File: config.mk
export PLATFORM = sky130hd
export DESIGN_NAME = session_table_with_idle_aging
export DESIGN_NICKNAME = d
export VERILOG_FILES = /design/src/sv/sess_pkg.sv /design/src/sv/sess_front.sv /design/src/sv/sess_queue.sv /design/src/sv/sess_back.sv /design/src/sv/session_table_with_idle_aging.sv
export SDC_FILE = /design/constraint.sdc
export NUM_CORES = 2
export LEC_CHECK = 0
export BUFFER_PORTS_ARGS = -buffer_cell sky130_fd_sc_hd__buf_2
export CAP_MARGIN = 20
export CORE_MARGIN = 4
export CORE_UTILIZATION = 35
export CTS_BUF_LIST = sky130_fd_sc_hd__clkbuf_8 sky130_fd_sc_hd__clkbuf_16
export DETAILED_ROUTE_END_ITERATION = 16
export GPL_ROUTABILITY_DRIVEN = 0
export PLACE_DENSITY = 0.47
export SYNTH_ARGS = -nofsm -noshare
export SYNTH_HDL_FRONTEND = slang
export SYNTH_SLANG_ARGS = --single-unit
File: constraint.sdc
create_clock -name clk -period 10.2 [get_ports clk]
set_input_delay 0.51 -clock clk [delete_from_list [all_inputs] [get_ports clk]]
set_output_delay 0.51 -clock clk [all_outputs]
set_load 0.005 [all_outputs]
File: src/sv/sess_pkg.sv
// ----------------------------------------------------------------------------
// Session table package
// Shared payload types, command and feedback structs, codes and constants.
// ----------------------------------------------------------------------------
package sess_pkg;

  // Widest slot index carried between front and back (64 slots max)
  localparam int IDX_W_MAX = 6;

  // Command queue depth between front and back
  localparam int QUEUE_DEPTH = 2;

  // Idle limit after reset, in seconds
  localparam logic [31:0] IDLE_LIMIT_RESET = 32'd3600;

  // Request codes
  localparam logic [2:0] REQ_CREATE   = 3'd0;
  localparam logic [2:0] REQ_REINSERT = 3'd1;
  localparam logic [2:0] REQ_LOOKUP   = 3'd2;
  localparam logic [2:0] REQ_REMOVE   = 3'd3;
  localparam logic [2:0] REQ_REAP     = 3'd4;

  // Result status codes
  localparam logic [2:0] ST_OK          = 3'd0;
  localparam logic [2:0] ST_QUOTA       = 3'd1;
  localparam logic [2:0] ST_EXISTS      = 3'd2;
  localparam logic [2:0] ST_NOT_FOUND   = 3'd3;
  localparam logic [2:0] ST_REAPED      = 3'd4;
  localparam logic [2:0] ST_NONE_REAPED = 3'd5;

  // Input beat
  typedef struct packed {
    logic [2:0]  req_type;
    logic [63:0] session_key;
    logic [15:0] session_handle;
    logic        read_only_in;
    logic [31:0] now_seconds;
  } req_t;

  // Output beat
  typedef struct packed {
    logic [2:0]  status;
    logic [3:0]  slot_index;
    logic [63:0] key_out;
    logic [15:0] handle_out;
    logic        read_only_out;
    logic        last_of_run;
  } res_t;

  // Classified operation handed from front to back
  typedef enum logic [2:0] {
    OP_QUOTA,
    OP_NOT_FOUND,
    OP_EXISTS,
    OP_CREATE,
    OP_LOOKUP,
    OP_REMOVE,
    OP_REAP
  } op_t;

  typedef struct packed {
    op_t                  op;
    logic [IDX_W_MAX-1:0] idx;
    logic [63:0]          key;
    logic [15:0]          handle;
    logic                 ro;
    logic [31:0]          now;
  } cmd_t;

  // Back-to-front feedback during a reap walk
  typedef struct packed {
    logic                 clr_valid;
    logic [IDX_W_MAX-1:0] clr_idx;
    logic                 reap_done;
  } fb_t;

  // Back end sequencer states
  typedef enum logic [2:0] {
    BK_IDLE,
    BK_READ,
    BK_REAP_RD,
    BK_REAP_CHK,
    BK_REAP_END
  } back_state_t;

endpackage

File: src/sv/sess_front.sv
// ----------------------------------------------------------------------------
// Session table front end
// Accepts request beats, matches keys against the slot CAM, picks the lowest
// free slot and queues a classified command. Owns the slot-used bits.
// ----------------------------------------------------------------------------
module sess_front #(
  parameter int SLOTS    = 16,
  parameter int KEY_BITS = 64
) (
  input  logic           clk,
  input  logic           rst,
  input  logic           in_valid,
  output logic           in_stall,
  input  sess_pkg::req_t in_data,
  output logic           q_push,
  output sess_pkg::cmd_t q_cmd,
  input  logic           q_full,
  input  sess_pkg::fb_t  fb,
  output logic [SLOTS-1:0] used
);
  import sess_pkg::*;

  localparam int IW = (SLOTS > 1) ? $clog2(SLOTS) : 1;

  logic [KEY_BITS-1:0] key_q [SLOTS];
  logic                reap_busy;
  logic [KEY_BITS-1:0] key_m;
  logic [SLOTS-1:0]    hit;
  logic                hit_any;
  logic                free_any;
  logic [IW-1:0]       hit_idx;
  logic [IW-1:0]       free_idx;
  logic                accept;
  logic                alloc;
  logic                free_en;

  assign key_m    = KEY_BITS'(in_data.session_key);
  assign in_stall = q_full || reap_busy;
  assign accept   = in_valid && !in_stall;

  // Parallel key compare, one comparator per slot
  always_comb begin
    for (int i = 0; i < SLOTS; i++) begin
      hit[i] = used[i] && (key_q[i] == key_m);
    end
  end

  // Lowest matching slot and lowest free slot
  always_comb begin
    hit_any  = 1'b0;
    hit_idx  = '0;
    free_any = 1'b0;
    free_idx = '0;
    for (int i = SLOTS - 1; i >= 0; i--) begin
      if (hit[i]) begin
        hit_any = 1'b1;
        hit_idx = IW'(i);
      end
      if (!used[i]) begin
        free_any = 1'b1;
        free_idx = IW'(i);
      end
    end
  end

  // Request classification
  always_comb begin
    q_cmd.op     = OP_QUOTA;
    q_cmd.idx    = '0;
    q_cmd.key    = in_data.session_key;
    q_cmd.handle = in_data.session_handle;
    q_cmd.ro     = in_data.read_only_in;
    q_cmd.now    = in_data.now_seconds;
    q_push       = 1'b0;
    alloc        = 1'b0;
    free_en      = 1'b0;
    unique case (in_data.req_type) inside
      REQ_CREATE, REQ_REINSERT: begin
        q_push = accept;
        if ((in_data.req_type == REQ_REINSERT) && hit_any) begin
          q_cmd.op  = OP_EXISTS;
          q_cmd.idx = IDX_W_MAX'(hit_idx);
        end else if (free_any) begin
          q_cmd.op  = OP_CREATE;
          q_cmd.idx = IDX_W_MAX'(free_idx);
          alloc     = accept;
          if (in_data.req_type == REQ_REINSERT) begin
            q_cmd.ro = 1'b0;
          end
        end
      end
      REQ_LOOKUP: begin
        q_push    = accept;
        q_cmd.op  = hit_any ? OP_LOOKUP : OP_NOT_FOUND;
        q_cmd.idx = hit_any ? IDX_W_MAX'(hit_idx) : '0;
      end
      REQ_REMOVE: begin
        q_push    = accept;
        q_cmd.op  = hit_any ? OP_REMOVE : OP_NOT_FOUND;
        q_cmd.idx = hit_any ? IDX_W_MAX'(hit_idx) : '0;
        free_en   = accept && hit_any;
      end
      REQ_REAP: begin
        q_push   = accept;
        q_cmd.op = OP_REAP;
      end
      default: begin
        // unused request codes are taken and dropped
      end
    endcase
  end

  // Slot-used bits and reap blocking
  always_ff @(posedge clk) begin
    if (rst) begin
      used      <= '0;
      reap_busy <= 1'b0;
    end else begin
      if (alloc) begin
        used[free_idx] <= 1'b1;
      end
      if (free_en) begin
        used[hit_idx] <= 1'b0;
      end
      if (fb.clr_valid) begin
        used[fb.clr_idx[IW-1:0]] <= 1'b0;
      end
      if (q_push && (q_cmd.op == OP_REAP)) begin
        reap_busy <= 1'b1;
      end else if (fb.reap_done) begin
        reap_busy <= 1'b0;
      end
    end
  end

  // Key CAM entries
  always_ff @(posedge clk) begin
    if (alloc) begin
      key_q[free_idx] <= key_m;
    end
  end

endmodule

File: src/sv/sess_queue.sv
// ----------------------------------------------------------------------------
// Session table command queue
// Short FIFO of classified commands between the front and back ends.
// ----------------------------------------------------------------------------
module sess_queue (
  input  logic           clk,
  input  logic           rst,
  input  logic           push,
  input  sess_pkg::cmd_t push_cmd,
  output logic           full,
  output logic           valid,
  output sess_pkg::cmd_t head,
  input  logic           pop
);
  import sess_pkg::*;

  localparam int PW = (QUEUE_DEPTH > 1) ? $clog2(QUEUE_DEPTH) : 1;
  localparam int CW = $clog2(QUEUE_DEPTH + 1);

  cmd_t          ent [QUEUE_DEPTH];
  logic [PW-1:0] wp;
  logic [PW-1:0] rp;
  logic [CW-1:0] cnt;

  assign full  = (cnt == CW'(QUEUE_DEPTH));
  assign valid = (cnt != '0);
  assign head  = ent[rp];

  // Pointers and fill count
  always_ff @(posedge clk) begin
    if (rst) begin
      wp  <= '0;
      rp  <= '0;
      cnt <= '0;
    end else begin
      if (push) begin
        wp <= (wp == PW'(QUEUE_DEPTH - 1)) ? '0 : wp + 1'b1;
      end
      if (pop) begin
        rp <= (rp == PW'(QUEUE_DEPTH - 1)) ? '0 : rp + 1'b1;
      end
      cnt <= cnt + CW'(push) - CW'(pop);
    end
  end

  // Entry storage
  always_ff @(posedge clk) begin
    if (push) begin
      ent[wp] <= push_cmd;
    end
  end

endmodule

File: src/sv/sess_back.sv
// ----------------------------------------------------------------------------
// Session table back end
// Executes queued commands against the slot data and activity-time memories,
// walks the slots for a reap and drives the registered result beat.
// ----------------------------------------------------------------------------
module sess_back #(
  parameter int SLOTS       = 16,
  parameter int KEY_BITS    = 64,
  parameter int HANDLE_BITS = 16
) (
  input  logic             clk,
  input  logic             rst,
  input  logic             cfg_we,
  input  logic [31:0]      cfg_wdata,
  input  logic             q_valid,
  input  sess_pkg::cmd_t   q_cmd,
  output logic             q_pop,
  input  logic [SLOTS-1:0] used,
  output sess_pkg::fb_t    fb,
  output logic             out_valid,
  input  logic             out_stall,
  output sess_pkg::res_t   out_data
);
  import sess_pkg::*;

  localparam int IW = (SLOTS > 1) ? $clog2(SLOTS) : 1;

  // Slot memories
  logic [KEY_BITS-1:0]    key_mem  [SLOTS];
  logic [HANDLE_BITS-1:0] hnd_mem  [SLOTS];
  logic                   ro_mem   [SLOTS];
  logic [31:0]            time_mem [SLOTS];

  logic [KEY_BITS-1:0]    rd_key;
  logic [HANDLE_BITS-1:0] rd_hnd;
  logic                   rd_ro;
  logic [31:0]            rd_time;
  logic [IW-1:0]          rd_addr;
  logic [IW-1:0]          wr_idx;
  logic [KEY_BITS-1:0]    wr_key;
  logic [HANDLE_BITS-1:0] wr_hnd;
  logic                   wr_en;
  logic                   tw_en;

  back_state_t state;
  back_state_t state_next;
  cmd_t        cmd;
  logic [31:0] limit;
  logic [IW-1:0] slot;
  logic        slot_last;
  logic        held_valid;
  res_t        held_res;
  logic        held_load;
  logic        walk_clr;
  logic        walk_inc;
  logic        expired;
  logic        chk_go;
  logic        out_free;
  logic        push;
  res_t        res;

  function automatic res_t make_res(logic [2:0] st, logic [IW-1:0] idx,
                                    logic [KEY_BITS-1:0] k, logic [HANDLE_BITS-1:0] h,
                                    logic ro, logic last);
    res_t        r;
    logic [7:0]  ix8;
    logic [31:0] h32;
    ix8             = 8'(idx);
    h32             = 32'(h);
    r.status        = st;
    r.slot_index    = ix8[3:0];
    r.key_out       = 64'(k);
    r.handle_out    = h32[15:0];
    r.read_only_out = ro;
    r.last_of_run   = last;
    return r;
  endfunction

  assign wr_idx    = q_cmd.idx[IW-1:0];
  assign wr_key    = KEY_BITS'(q_cmd.key);
  assign wr_hnd    = HANDLE_BITS'(q_cmd.handle);
  assign out_free  = !out_valid || !out_stall;
  assign slot_last = (slot == IW'(SLOTS - 1));
  // idle time wraps modulo 2^32
  assign expired   = used[slot] && ((cmd.now - rd_time) >= limit);
  assign chk_go    = !expired || !held_valid || out_free;

  // Next state
  always_comb begin
    state_next = state;
    unique case (state)
      BK_IDLE: begin
        if (q_valid) begin
          unique case (q_cmd.op)
            OP_EXISTS, OP_LOOKUP, OP_REMOVE: state_next = BK_READ;
            OP_REAP:                         state_next = BK_REAP_RD;
            default:                         state_next = BK_IDLE;
          endcase
        end
      end
      BK_READ: begin
        if (out_free) begin
          state_next = BK_IDLE;
        end
      end
      BK_REAP_RD: begin
        state_next = BK_REAP_CHK;
      end
      BK_REAP_CHK: begin
        if (chk_go) begin
          state_next = slot_last ? BK_REAP_END : BK_REAP_RD;
        end
      end
      BK_REAP_END: begin
        if (out_free) begin
          state_next = BK_IDLE;
        end
      end
      default: state_next = BK_IDLE;
    endcase
  end

  // Outputs of the sequencer
  always_comb begin
    q_pop     = 1'b0;
    push      = 1'b0;
    res       = make_res(ST_OK, '0, '0, '0, 1'b0, 1'b1);
    wr_en     = 1'b0;
    tw_en     = 1'b0;
    rd_addr   = cmd.idx[IW-1:0];
    fb        = '0;
    held_load = 1'b0;
    walk_clr  = 1'b0;
    walk_inc  = 1'b0;
    unique case (state)
      BK_IDLE: begin
        rd_addr = q_cmd.idx[IW-1:0];
        if (q_valid) begin
          unique case (q_cmd.op)
            OP_QUOTA: begin
              q_pop = out_free;
              push  = out_free;
              res   = make_res(ST_QUOTA, '0, '0, '0, 1'b0, 1'b1);
            end
            OP_NOT_FOUND: begin
              q_pop = out_free;
              push  = out_free;
              res   = make_res(ST_NOT_FOUND, '0, '0, '0, 1'b0, 1'b1);
            end
            OP_CREATE: begin
              q_pop = out_free;
              push  = out_free;
              wr_en = out_free;
              tw_en = out_free;
              res   = make_res(ST_OK, wr_idx, wr_key, wr_hnd, q_cmd.ro, 1'b1);
            end
            OP_EXISTS, OP_REMOVE: begin
              q_pop = 1'b1;
            end
            OP_LOOKUP: begin
              q_pop = 1'b1;
              tw_en = 1'b1;
            end
            OP_REAP: begin
              q_pop    = 1'b1;
              walk_clr = 1'b1;
            end
            default: begin
            end
          endcase
        end
      end
      BK_READ: begin
        push = out_free;
        res  = make_res((cmd.op == OP_EXISTS) ? ST_EXISTS : ST_OK, cmd.idx[IW-1:0],
                        rd_key, rd_hnd, rd_ro, 1'b1);
      end
      BK_REAP_RD: begin
        rd_addr = slot;
      end
      BK_REAP_CHK: begin
        rd_addr = slot;
        if (chk_go) begin
          walk_inc = 1'b1;
          if (expired) begin
            // previous reaped slot goes out, this one is held back
            push         = held_valid;
            res          = held_res;
            held_load    = 1'b1;
            fb.clr_valid = 1'b1;
            fb.clr_idx   = IDX_W_MAX'(slot);
          end
        end
      end
      BK_REAP_END: begin
        push         = out_free;
        fb.reap_done = out_free;
        if (held_valid) begin
          res             = held_res;
          res.last_of_run = 1'b1;
        end else begin
          res = make_res(ST_NONE_REAPED, '0, '0, '0, 1'b0, 1'b1);
        end
      end
      default: begin
      end
    endcase
  end

  // Sequencer registers
  always_ff @(posedge clk) begin
    if (rst) begin
      state      <= BK_IDLE;
      held_valid <= 1'b0;
      slot       <= '0;
      limit      <= IDLE_LIMIT_RESET;
    end else begin
      state <= state_next;
      if (walk_clr) begin
        slot       <= '0;
        held_valid <= 1'b0;
      end else begin
        if (walk_inc) begin
          slot <= slot + 1'b1;
        end
        if (held_load) begin
          held_valid <= 1'b1;
        end
      end
      if (cfg_we) begin
        limit <= cfg_wdata;
      end
    end
  end

  // Command and held-result payload
  always_ff @(posedge clk) begin
    if (q_pop) begin
      cmd <= q_cmd;
    end
    if (held_load) begin
      held_res <= make_res(ST_REAPED, slot, rd_key, rd_hnd, rd_ro, 1'b0);
    end
  end

  // Slot memories: one write port, registered read
  always_ff @(posedge clk) begin
    if (wr_en) begin
      key_mem[wr_idx] <= wr_key;
      hnd_mem[wr_idx] <= wr_hnd;
      ro_mem[wr_idx]  <= q_cmd.ro;
    end
    if (tw_en) begin
      time_mem[wr_idx] <= q_cmd.now;
    end
    rd_key  <= key_mem[rd_addr];
    rd_hnd  <= hnd_mem[rd_addr];
    rd_ro   <= ro_mem[rd_addr];
    rd_time <= time_mem[rd_addr];
  end

  // Result register
  always_ff @(posedge clk) begin
    if (rst) begin
      out_valid <= 1'b0;
    end else if (push) begin
      out_valid <= 1'b1;
    end else if (!out_stall) begin
      out_valid <= 1'b0;
    end
  end

  always_ff @(posedge clk) begin
    if (push) begin
      out_data <= res;
    end
  end

endmodule

File: src/sv/session_table_with_idle_aging.sv
// ----------------------------------------------------------------------------
// Session table with idle aging
// Slot table of secret keys with create, reinsert, lookup, remove and reap.
// ----------------------------------------------------------------------------
// The front end matches the key against all slots in parallel and queues a
// classified command; the back end retires it against the slot memories.
// Create, quota-exceeded and not-found results go from the queue head straight
// into the result register; reinsert-exists, lookup and remove first need a
// registered memory read. The input keeps taking requests while the command
// queue has room and no reap is running. Reap walks every slot, reading and
// then checking each one, can be held by output stalls, and the input stalls
// until the walk ends. Reaped results come in ascending slot order with
// last_of_run on the final one. Unused request codes are taken and give no
// result. The idle limit resets to 3600 s.
module session_table_with_idle_aging #(
  parameter int SLOTS       = 16,
  parameter int KEY_BITS    = 64,
  parameter int HANDLE_BITS = 16
) (
  input  logic           clk,
  input  logic           rst,
  input  logic           in_valid,
  output logic           in_stall,
  input  sess_pkg::req_t in_data,
  output logic           out_valid,
  input  logic           out_stall,
  output sess_pkg::res_t out_data,
  input  logic           cfg_we,
  input  logic [31:0]    cfg_wdata
);
  import sess_pkg::*;

  localparam int IW = (SLOTS > 1) ? $clog2(SLOTS) : 1;

  logic             q_push;
  cmd_t             q_cmd;
  logic             q_full;
  logic             q_valid;
  cmd_t             q_head;
  logic             q_pop;
  fb_t              fb;
  logic [SLOTS-1:0] used;

  sess_front #(
    .SLOTS    (SLOTS),
    .KEY_BITS (KEY_BITS)
  ) u_front (
    .clk      (clk),
    .rst      (rst),
    .in_valid (in_valid),
    .in_stall (in_stall),
    .in_data  (in_data),
    .q_push   (q_push),
    .q_cmd    (q_cmd),
    .q_full   (q_full),
    .fb       (fb),
    .used     (used)
  );

  sess_queue u_queue (
    .clk      (clk),
    .rst      (rst),
    .push     (q_push),
    .push_cmd (q_cmd),
    .full     (q_full),
    .valid    (q_valid),
    .head     (q_head),
    .pop      (q_pop)
  );

  sess_back #(
    .SLOTS       (SLOTS),
    .KEY_BITS    (KEY_BITS),
    .HANDLE_BITS (HANDLE_BITS)
  ) u_back (
    .clk       (clk),
    .rst       (rst),
    .cfg_we    (cfg_we),
    .cfg_wdata (cfg_wdata),
    .q_valid   (q_valid),
    .q_cmd     (q_head),
    .q_pop     (q_pop),
    .used      (used),
    .fb        (fb),
    .out_valid (out_valid),
    .out_stall (out_stall),
    .out_data  (out_data)
  );

`ifndef SYNTH
  // a queued reap blocks the input until the walk finishes
  a_reap_blocks: assert property (@(posedge clk) disable iff (rst)
    (q_push && (q_cmd.op == OP_REAP)) |=> in_stall)
    else $error("input not stalled behind a reap");

  // back end never pops an empty queue
  a_pop_nonempty: assert property (@(posedge clk) disable iff (rst)
    q_pop |-> q_valid)
    else $error("pop from empty command queue");

  // reap only frees slots that are in use
  a_reap_frees_used: assert property (@(posedge clk) disable iff (rst)
    fb.clr_valid |-> used[fb.clr_idx[IW-1:0]])
    else $error("reap freed an unused slot");

  // only reaped beats may carry a cleared last flag
  a_single_last: assert property (@(posedge clk) disable iff (rst)
    (out_valid && (out_data.status != ST_REAPED)) |-> out_data.last_of_run)
    else $error("single-result beat without last_of_run");
`endif

endmodule

==> results_dict.tcl <==
set metrics [dict create \
    place_hpwl_mm 222 \
    syn_nets 7599 \
    syn_area_um2 137000 \
    grt_first_pass_wirelength_mm 565 \
    hold_viol_final 0 \
    vias 71659 \
    ios 244 \
    relSlewSlack_pct 27.4 \
    clock-sinks 3461 \
    fmax_ghz 0.132 \
    postRouteAntennaNets 0 \
    ys.flop_type "edfxtp_1" \
    finalNetCount 8182 \
    path_buf_inv 3 \
    syn_area_per_cell_um2 18.6 \
    grt_overflow 0 \
    fin_util_pct 40.7 \
    drt_iter0_drc 6881 \
    drt-total-wl_mm 402 \
    cts_root_buffer "clkbuf_16" \
    slew_violations 0 \
    critPathKind "reg2reg" \
    clk_path_buf_depth 4 \
    drive_gt1_share_pct 20.4 \
    synth.yosys.seq_area_share_pct 74.4 \
    synth_cells 7379 \
    syn2layout_area_growth_pct 15.7 \
    path_cells "inv_1 > ha_1 > inv_1 > fa_1 > a211oi_1 > o21a_1 > o41ai_2 > a21o_1 > o221ai_1 > o31a_1 > a2111oi_2 > o31a_1 > o21a_1 > nor2_1 > xnor2_1 > ha_1 > nand4_1 > o21ai_0 > nand2_1 > nor3_1 > and2_4 > a31o_4 > buf_4 > a221o_1" \
    end_kind "register" \
    peakVddDrop_v 0.000248 \
    p_switching_mw 11.2 \
    clkLatencyLatePin_ns 0.96 \
    synth-async-reset-ratio_pct 0 \
    grt_start_max_net_pins 122 \
    grt_util_all_layers_pct 19.5 \
    intPower_mw 28.4 \
    sw_frac_of_total_pct 28.2 \
    antenna_found_initial 38 \
    synth_top_cell_area_share_pct 71.8 \
    synth-edff-count 3285 \
    p_leak_nw 50.7 \
    ys_warn_count 0 \
    synth.distinct_cells 91 \
    cts_tree "done" \
    die-area_um2 402000 \
    place_ws_ns 2.52 \
    synthTopCellsByArea "edfxtp_1, mux4_2, xnor2_1, dfxtp_1, xor2_1" \
    setup_slack_ns 2.61 \
    crit_fanout 52 \
    synth-seq-cells 3461 \
    clk_pin_slew_worst_paths_ns 0.06 \
    reg2reg_setup_slack_ns 2.61 \
    outcome "completed" \
    reg2reg_depth 24 \
    p_seq_share_pct 43.6 \
    drv_cap 0 \
    portBuffers 243 \
    wl_per_cell_um 29.7 \
    min_to "u_queue.ent[1][92]" \
    finalCriticalPeriod_ns 7.59 \
    rows 229 \
    grt_pass1_vias 73653 \
    firstDrtPassIters 5 \
    multi_input_area_um2 33000 \
    cts_setup_buffers 0 \
    period_share_pct 74.4 \
    critical-path-top-delay-family "compound AO/OA/AOI/OAI gates" \
    tightest_slew_ns 1.08 \
    seqCellArea_um2 102000 \
    cts_made_buffers 384 \
    routed_via_density 5.31 \
    setup_tns_ns 0 \
    p_comb_share_pct 21.8 \
    rsz0062_at_grt "false" \
    crit_path_max_incr_delay_ns 0.88 \
    fin_skew_ns 0.0539 \
    clkPwrFrac_pct 34.6 \
    initial_core_util_pct 35.2 \
    whs_path_depth 1 \
    r2r_start "u_back.cmd[0]" \
    yosys.area.top_type "edfxtp_1" \
    die_y_um 634 \
    h-tree-depth 5 \
    setup_viol 0 \
    hold_path.class "in2reg" \
    critical_path_arrival_ns 8.37 \
    r2r_end "u_back.out_data[61]" \
    startpoint_type "register" \
    fillers 34829 \
    cp_slowest_cell "buf_4" \
    core_area_um2 390000 \
    worstPathRequired_ns 10.98 \
    min_from "in_data[92]" \
    drc_errors 0 \
    power_density_nw_per_um2 249 \
    die_width_um 634 \
]
==> Yosys cell counts (all sizes together) (16+ instances only) <==
cell type / count
o221ai: 16
nand2: 86
nor3: 49
mux4: 457
nor2: 149
ha: 66
mux2i: 147
a21o: 23
a21oi: 166
a221o: 92
xnor2: 540
dfxtp: 176
nor2b: 225
nor4: 136
a22o: 22
a211oi: 123
nand4: 148
buf: 219
edfxtp: 3285
o22ai: 36
inv: 178
mux2: 115
clkbuf: 135
o2bb2ai: 30
o21ai: 30
nand2b: 178
nand3: 49
xor2: 255
o2111ai: 57
==> metal layers <==
layer  wire (um)  share of wire, %  vias up  global-route usage, %
li1            -                 -    30534                      -
met2      190000                47     2141                   31.9
met5          23            0.0057        -                      0
met3       19500               4.9      551                   2.27
met1      182000                45    38429                   28.0
met4        9780               2.4        4                   4.68
==> how the worst max path moves through the flow <==
stage | start | to | slack (ns) | depth (start not counted)
3_3_place_gp | u_back.cmd[0] | u_back.out_data[56] | 2.64 | 24
5_1_grt | u_back.cmd[0] | u_back.out_data[61] | 2.12 | 24
4_1_cts | u_back.cmd[0] | u_back.out_data[61] | 2.50 | 24
3_5_place_dp | u_back.cmd[0] | u_back.out_data[64] | 2.52 | 24
2_1_floorplan | in_data[59] | u_front.key_q[10][0] | 1.08 | 11
6_report | u_back.cmd[0] | u_back.out_data[61] | 2.61 | 24
==> timing repair <==
action	CTS	global route
hold endpoints to repair	197	0
gates resized for setup	0	0
hold buffers	103	0
==> worst register-to-register path, delay by kind of cell, from the launching register on <==
kind	cells	cell delay (ns)
xor gates and xnor gates	1	0.09
AOI/OAI and AO/OA	12	3.67
DFF	1	0.36
and+or+nand+nor	5	1.37
buffers and inverters	3	1.06
adders and majority gates	3	0.90
==> cells in the final DEF (no fill, tap or decap), drive strengths merged, types with 14 or more instances in the layout <==
cell type / instances
o2bb2ai: 30
mux4: 457
nand2b: 178
inv: 279
nand3: 49
a21o: 23
nand2: 86
o21ai: 30
a211oi: 123
nand4: 148
dlygate4sd3: 103
o221ai: 16
a22o: 22
nor4: 136
bufinv: 34
clkinv: 153
dfxtp: 176
nor2: 149
xor2: 255
ha: 66
a221o: 92
o22ai: 36
buf: 448
nor2b: 225
mux2i: 147
edfxtp: 3285
nor3: 49
a221oi: 14
clkbuf: 418
o2111ai: 57
xnor2: 540
mux2: 115
a21oi: 166
==> metrics by stage <==
| stage | power, mW | std cells | cell area, um^2 | hold slack [ns] |
|---|---|---|---|---|
| final | 39.6 | 13498 | 159000 | 0.0516 |
| after global routing | 41.3 | 13491 | 159000 | 0.00899 |
| after CTS | 40.1 | 13489 | 159000 | 0.00344 |
| after detailed placement | 26.3 | 12670 | 145000 | 0.417 |
| after global placement | 26.2 | 12669 | 145000 | 0.415 |
| after floorplan | 23.3 | 7379 | 137000 | 0.409 |
==> state kept, by name, summed over array words and instances (netlist names), 32 cells and up, named ones only <==
signal,cells
u_back.key_mem,1024
u_front.key_q,1024
u_back.time_mem,512
u_back.hnd_mem,256
u_queue.ent,240
u_back.out_data,89
u_back.held_res,85
u_back.rd_key,64
u_back.cmd,39
u_back.limit,32
u_back.rd_time,32
==> cells by family (layout without fill, tap and decap cells) <==
group	after synthesis	in the layout	share of synthesized area [%]
simple gates	1087	1087	4.54
mux	719	719	9.51
compound gates	718	718	3.98
other cells	0	9	0
flops	3461	3461	74.4
fa+ha+maj	67	67	0.616
buf+inv	532	1445	1.90
xor+xnor	795	795	5.07
==> power groups by stage <==
stage / Clock, mW / Sequential [mW] / Combinational [mW]
floorplan: 0 / 17.4 / 5.98
detailed placement: 0 / 17.6 / 8.72
global placement: 0 / 17.6 / 8.67
global route: 14.6 / 17.3 / 9.40
CTS: 14.0 / 17.3 / 8.78
finish: 13.7 / 17.3 / 8.61
==> cell type report <==
cell class / instances / area share (%)
multi-input combinational: 3386 / 20.8
timing repair buffer: 551 / 2.55
clock buffer: 418 / 6.38
antenna: 9 / 0.0142
tap: 5197 / 4.09
inverter: 178 / 0.420
sequential: 3461 / 64.3
clock inverter: 298 / 1.48
(Power assumes the default switching activity.)
